### src/rtl/core/bfa_pkg.sv
`timescale 1ns / 1ps
// ----------------------------------------------------------------------------
// bfa_pkg
// Shared types and constants for the bitmap frame allocator: the request
// and response beats, operation codes, controller states and the
// command/status bundles between the controller and the datapath.
// ----------------------------------------------------------------------------
package bfa_pkg;

  // Bitmap word geometry
  localparam int unsigned WORD_BITS = 32;
  localparam int unsigned LOG_WB    = 5;
  localparam int unsigned CFG_W     = 17;
  localparam int unsigned ADDR_W    = 32;
  localparam int unsigned LEN_W     = 33;

  typedef enum logic [2:0] {
    OP_ALLOC     = 3'd0,
    OP_FREE      = 3'd1,
    OP_TEST      = 3'd2,
    OP_MARK_FREE = 3'd3,
    OP_MARK_USED = 3'd4
  } op_e;

  typedef struct packed {
    logic [2:0]        operation;
    logic [ADDR_W-1:0] address;
    logic [LEN_W-1:0]  length;
  } req_t;

  typedef struct packed {
    logic [ADDR_W-1:0] frame_address;
    logic              found;
    logic              frame_used;
    logic              out_of_range;
  } rsp_t;

  typedef enum logic [2:0] {
    ST_CLEAR,
    ST_IDLE,
    ST_CHECK,
    ST_READ,
    ST_EVAL,
    ST_RESP
  } state_e;

  // Controller to datapath
  typedef struct packed {
    logic clr;   // write an all-used word and advance
    logic load;  // capture a request
    logic rd;    // read the word at the pointer
    logic eval;  // evaluate the read word, write back
    logic adv;   // advance to the next word
  } cmd_t;

  // Datapath to controller
  typedef struct packed {
    logic empty; // no frame in the span
    logic last;  // pointer is on the last word of the span
    logic stop;  // item finished early (allocate hit or test)
  } sts_t;

endpackage

### src/rtl/core/bfa_ctrl.sv
`timescale 1ns / 1ps
// ----------------------------------------------------------------------------
// bfa_ctrl
// Controller: clearing pass after reset, then per item a check of the span,
// a read/evaluate loop over any bitmap words of the span and one response beat.
// ----------------------------------------------------------------------------
module bfa_ctrl (
  input  logic          clk_i,
  input  logic          rst_ni,
  input  logic          start,
  input  bfa_pkg::sts_t sts_i,
  output bfa_pkg::cmd_t cmd_o,
  output logic          busy,
  output logic          done_o
);

  bfa_pkg::state_e state_q, state_d;

  // State register
  always_ff @(posedge clk_i or negedge rst_ni) begin
    if (!rst_ni) begin
      state_q <= bfa_pkg::ST_CLEAR;
    end else begin
      state_q <= state_d;
    end
  end

  // Next state and commands
  always_comb begin
    state_d = state_q;
    cmd_o   = '0;
    busy    = 1'b1;
    done_o  = 1'b0;
    case (state_q)
      bfa_pkg::ST_CLEAR: begin
        cmd_o.clr = 1'b1;
        if (sts_i.last) begin
          state_d = bfa_pkg::ST_IDLE;
        end
      end
      bfa_pkg::ST_IDLE: begin
        busy = 1'b0;
        if (start) begin
          cmd_o.load = 1'b1;
          state_d    = bfa_pkg::ST_CHECK;
        end
      end
      bfa_pkg::ST_CHECK: begin
        state_d = sts_i.empty ? bfa_pkg::ST_RESP : bfa_pkg::ST_READ;
      end
      bfa_pkg::ST_READ: begin
        cmd_o.rd = 1'b1;
        state_d  = bfa_pkg::ST_EVAL;
      end
      bfa_pkg::ST_EVAL: begin
        cmd_o.eval = 1'b1;
        if (sts_i.stop || sts_i.last) begin
          state_d = bfa_pkg::ST_RESP;
        end else begin
          cmd_o.adv = 1'b1;
          state_d   = bfa_pkg::ST_READ;
        end
      end
      bfa_pkg::ST_RESP: begin
        done_o  = 1'b1;
        state_d = bfa_pkg::ST_IDLE;
      end
      default: begin
        state_d = bfa_pkg::ST_IDLE;
      end
    endcase
  end

endmodule

### config.mk
export PLATFORM = sky130hd
export DESIGN_NAME = bfa_ctrl
export DESIGN_NICKNAME = d
export VERILOG_FILES = /design/src/rtl/core/bfa_pkg.sv /design/src/rtl/core/bfa_ctrl.sv
export SDC_FILE = /design/constraint.sdc
export NUM_CORES = 1
export LEC_CHECK = 0
export BUFFER_PORTS_ARGS = -buffer_cell sky130_fd_sc_hd__buf_2
export CORE_AREA = 2 2 39 41
export DETAILED_ROUTE_END_ITERATION = 16
export DIE_AREA = 0 0 41 43
export PLACE_DENSITY = 0.33
export SLEW_MARGIN = 40
export SYNTH_ARGS = -nofsm -noshare
export SYNTH_HDL_FRONTEND = slang
export SYNTH_SLANG_ARGS = --single-unit
### constraint.sdc
create_clock -name clk_i -period 1.3 [get_ports clk_i]
set_clock_uncertainty 0.15 [all_clocks]
set_input_delay 0.195 -clock clk_i [delete_from_list [all_inputs] [get_ports clk_i]]
set_output_delay 0.195 -clock clk_i [all_outputs]
set_load 0.1 [all_outputs]
; ---- After elaboration in Yosys (flattened, before gate mapping)
; Index checks and enable logic that the tools add are counted.
[word_totals]
register_bits = 3
[op_classes]
n_eq_ne = 7
muxes = 13
n_reduce_logical = 3
[ops]
columns = operator, count
row1 = $pmux W3 S5, 1
row2 = $mux W3, 4
row3 = $mux W1, 7
row4 = $eq A3 B2 Y1 const B, 2
row5 = $eq A3 B3 Y1 const B, 2
row6 = $ne A2 B2 Y1 const B, 2
row7 = $eq A3 B1 Y1 const B, 1
row8 = $logic_not A3 Y1, 1
row9 = $mux W2, 1
row10 = $reduce_and A2 Y1, 1
row11 = $logic_or A1 B1 Y1, 1

; ---- Longest topological paths before layout
[logic_depth]
ltp_word = 3
ltp_mapped = 4
mapped_depth_nobuf = 3

; ---- Least setup slack after synthesis
; Ideal clock, no wire load.
[synth_timing]
kind = register -> output
startpoint = register state_q[0]
endpoint = output port cmd_o[0] (netlist bit)
setup_slack_ns = -1.959
arrival_time_ns = 2.914
t_required_ns = 0.955
n_path_buf = 1
path_stages_with_launch = 4
cell_sequence = dfrtp_1 buf_4 or3b_4 nor3_1
[synth_rtl]
columns = element, line
row1 = "start, declared", bfa_ctrl.sv:17  ; bfa_pkg::state_e state_q, state_d;
row2 = "start signal, assigned", bfa_ctrl.sv:22  ; state_q <= bfa_pkg::ST_CLEAR;
row3 = "start signal, assigned", bfa_ctrl.sv:24  ; state_q <= state_d;
row4 = "end, declared", bfa_ctrl.sv:12  ; output bfa_pkg::cmd_t cmd_o,

==> impl_metrics.sql <==
INSERT INTO impl_metrics (metric_group, metric, value, unit) VALUES
('grt', 'vias_in_the_first_global_route', '292', ''),
('setup_path', 'worst_path_max_delay_cell', 'sky130_fd_sc_hd__or3b_4', ''),
('finish', 'largest_register', 'state_q', ''),
('setup_path', 'cp_top_family', 'simple AND/OR/NAND/NOR gates', ''),
('outcome', 'failed_checks', 'setup timing', ''),
('detailed_routing', 'viasPerCell', '4.094', ''),
('sta', 'fmax', '0.5760', 'GHz'),
('synth', 'fraction_of_post_synthesis_cell_area_in_the_top_cell_type_by_area', '0.3774', ''),
('finish', 'diodes', '0', ''),
('clocking', 'clock-root-buffer', 'sky130_fd_sc_hd__clkbuf_4', ''),
('synth', 'yosysTopAreaCell', 'sky130_fd_sc_hd__dfrtp_1', ''),
('setup_path', 'worstPathRequired', '0.95', 'ns'),
('finish', 'syn2layout_area_growth', '179.9', '%'),
('setup_path', 'setup.worst_path.class', 'flip-flop to output pin', ''),
('clocking', 'clock_insertion_delay_worst_skew', '0.23', 'ns'),
('synth', 'synthesis.nets', '28', ''),
('detailed_routing', 'drtIter0Drc', '0', ''),
('detailed_routing', 'post-route-drc-count', '0', ''),
('finish', 'utilization', '0.4024', ''),
('clocking', 'cts_tree', 'yes', ''),
('synth', 'synth_area_leaders', 'sky130_fd_sc_hd__dfrtp_1 (38%), sky130_fd_sc_hd__nor3_1 (7.5%), sky130_fd_sc_hd__and4bb_2 (6.3%), sky130_fd_sc_hd__or3b_4 (5.7%), sky130_fd_sc_hd__a211o_1 (4.4%)', ''),
('floorplan', 'core-area', '0.001384', 'mm^2'),
('setup_path', 'timing.critical_path.arrival', '1.39', 'ns'),
('sta', 'fin_ws', '-0.4361', 'ns'),
('finish', 'largest_register_ffs', '3', ''),
('setup_path', 'path_cells', 'or3b_4, nor3_4, buf_12', ''),
('grt', 'grt_max_degree', '10', ''),
('min_path', 'worstHoldPathType', 'input port to flip-flop', ''),
('floorplan', 'dieHeight', '43', 'um'),
('placed_design', 'io_buffers', '12', ''),
('sta', 'hold_viol_final', '0', ''),
('sta', 'setup_violations', '9', ''),
('grt', 'grt_first_pass_wirelength', '1.104', 'mm'),
('detailed_routing', 'number_of_vias_after_detailed_routing', '262', ''),
('synth', 'synth_warnings', '0', ''),
('finish', 'fillCellCount', '141', ''),
('placed_design', 'place_hpwl', '418.5', 'um'),
('grt', 'global_route.usage.total', '0.09668', ''),
('synth', 'mappedNetlistArea', '198.9', 'um^2'),
('clocking', 'clock_tree.htree_level_count', '1', ''),
('clocking', 'number_of_buffers_created_by_cts', '3', ''),
('floorplan', 'core.rowCount', '14', ''),
('grt', 'globalRouteOverflowTotal', '0', ''),
('finish', 'num-nets-final', '55', ''),
('sta', 'holdWs', '0.1077', 'ns'),
('sta', 'grt_setup_unrepaired', 'yes', ''),
('grt', 'grt_antenna_before_repair', '0', ''),
('sta', 'layout_worst_path_cycle_share', '1.335', ''),
('floorplan', 'boundaryPins', '13', ''),
('detailed_routing', 'detail-route-antenna-nets', '0', ''),
('floorplan', 'floorplan.initialDensity', '0.1438', ''),
('detailed_routing', 'routed_wire_length_per_instance', '9.875', 'um'),
('detailed_routing', 'routed_wl', '632', 'um'),
('finish', 'regArea', '76.32', 'um^2'),
('setup_path', 'worstSetupEndpointType', 'output pin', ''),
('synth', 'syn-instance-count', '22', ''),
('floorplan', 'fp.dieW', '41', 'um'),
('job', 'max_cap_violations', '0', ''),
('placed_design', 'place_ws', '-0.2133', 'ns'),
('setup_path', 'start_kind', 'flip-flop', ''),
('sta', 'timing_worst_slew_pin_value', '0.2365', 'ns'),
('finish', 'reg_top3', 'state_q (3)', ''),
('sta', 'timing.slew.headroom', '0.8401', ''),
('setup_path', 'cp_slowest_stage_delay', '0.42', 'ns'),
('placed_design', 'place_congestion', '0.6503', ''),
('synth', 'synth_cell_type_count', '16', ''),
('setup_path', 'timing.critical_path.buf_inv', '1', ''),
('clocking', 'clk_path_buf_depth', '2', ''),
('outcome', 'run_status', 'finished with violations', ''),
('sta', 'final-max-slew-violation-count', '0', ''),
('synth', 'synth.yosys.seq_area_share', '0.3774', ''),
('finish', 'drive_above_1_share', '0.7708', ''),
('synth', 'yosys_register_bits', '3', ''),
('finish', 'multi_input_area', '155.1', 'um^2'),
('detailed_routing', 'dr.pass1.iters', '1', ''),
('clocking', 'cts.clk_slew.worst_paths', '0.03', 'ns'),
('floorplan', 'die_area', '0.001763', 'mm^2'),
('clocking', 'sinks_on_the_clock_net', '3', ''),
('setup_path', 'critical_path_maximum_fanout', '2', ''),
('synth', 'syn-mean-instance-area', '9.043', 'um^2'),
('sta', 'final_critical_path_required_period', '1.736', 'ns');
[through the flow]
stage	area, um^2	TNS [ns]	cells
2_1_floorplan	224.0	-2.179	22
4_1_cts	561.8	-2.932	65
5_1_grt	556.8	-2.657	64
3_3_place_gp	431.7	-0.5014	53
3_5_place_dp	431.7	-0.5204	53
6_report	556.8	-2.274	64
[cell usage in the layout, fill, tap and decap left out, types with 2 or more instances in the layout]
cell                       instances
sky130_fd_sc_hd__nor3_4            2
sky130_fd_sc_hd__clkbuf_4          3
sky130_fd_sc_hd__inv_4             2
sky130_fd_sc_hd__nor2_1            2
sky130_fd_sc_hd__dfrtp_1           2
sky130_fd_sc_hd__buf_4             8
sky130_fd_sc_hd__buf_6             2
sky130_fd_sc_hd__buf_12            7
sky130_fd_sc_hd__and3_4            2
sky130_fd_sc_hd__buf_2             5
[logic make-up after synthesis]
kind of cell | count (synthesis) | synth area share
AND/OR/NAND/NOR | 11 | 0.3711
AO/OA/AOI/OAI | 4 | 0.1509
buffers and inverters | 4 | 0.1006
flip-flops | 3 | 0.3773
[cell type report]
class | count | area share
inverter | 3 | 0.03820
sequential | 3 | 0.1371
clock buffer | 4 | 0.04719
tap | 16 | 0.03596
multi-input combinational | 15 | 0.2787
timing repair buffer | 23 | 0.4629
[routing by layer]
metal / routed length [um] / up-vias / global-route usage
met5: 0 / - / 0
met4: 22 / 0 / 0.1000
met3: 34 / 2 / 0.02094
met2: 351 / 10 / 0.1469
met1: 224 / 116 / 0.09740
li1: - / 134 / -
[synthesized netlist by cell type]
cell type,instances
sky130_fd_sc_hd__and3_1,1
sky130_fd_sc_hd__buf_4,1
sky130_fd_sc_hd__clkinv_2,1
sky130_fd_sc_hd__and3_2,1
sky130_fd_sc_hd__nand3_1,1
sky130_fd_sc_hd__and4bb_2,1
sky130_fd_sc_hd__nor3_1,3
sky130_fd_sc_hd__dfrtp_1,3
sky130_fd_sc_hd__o21a_1,1
sky130_fd_sc_hd__o21ai_0,1
sky130_fd_sc_hd__nor2_1,2
sky130_fd_sc_hd__o32ai_1,1
sky130_fd_sc_hd__inv_1,2
sky130_fd_sc_hd__nor4b_1,1
sky130_fd_sc_hd__or3b_4,1
sky130_fd_sc_hd__a211o_1,1
[path summary, 6_finish.rpt]
| check | endpoint | start | cells after the start | slack (ns) |
|---|---|---|---|---|
| hold / removal | state_q[0]$_DFFE_PN0P_ | start | 3 | 0.11 |
| hold reg to reg | state_q[2]$_DFFE_PN0P_ | state_q[2]$_DFFE_PN0P_ | 2 | 0.46 |
| setup reg to reg | state_q[2]$_DFFE_PN0P_ | state_q[1]$_DFFE_PN0P_ | 7 | -0.13 |
| setup / recovery | cmd_o[0] | state_q[0]$_DFFE_PN0P_ | 3 | -0.44 |
| min in group asynchronous | state_q[2]$_DFFE_PN0P_ | rst_ni | 2 | 0.13 |
| max in group asynchronous | state_q[1]$_DFFE_PN0P_ | rst_ni | 2 | 0.75 |
[repair_timing]
action / CTS / global route
pin swaps: 3 / 2
hold buffers: 1 / 0
setup endpoints to repair: 8 / 10
gates resized for setup: 11 / 3
setup buffers: 7 / 1
endpoints found under the hold margin: 3 / 0
[worst register-to-register path, stage by stage, from the launching register on]
cell                      delay (ns)
sky130_fd_sc_hd__dfrtp_2        0.34
sky130_fd_sc_hd__buf_4          0.13
sky130_fd_sc_hd__inv_4          0.05
sky130_fd_sc_hd__buf_4          0.12
sky130_fd_sc_hd__buf_4          0.12
sky130_fd_sc_hd__buf_4          0.12
sky130_fd_sc_hd__buf_4          0.12
sky130_fd_sc_hd__o32ai_2        0.19
Power is not shown: default switching activity piles up to over one toggle a cycle in this logic, so the estimate is an artifact.
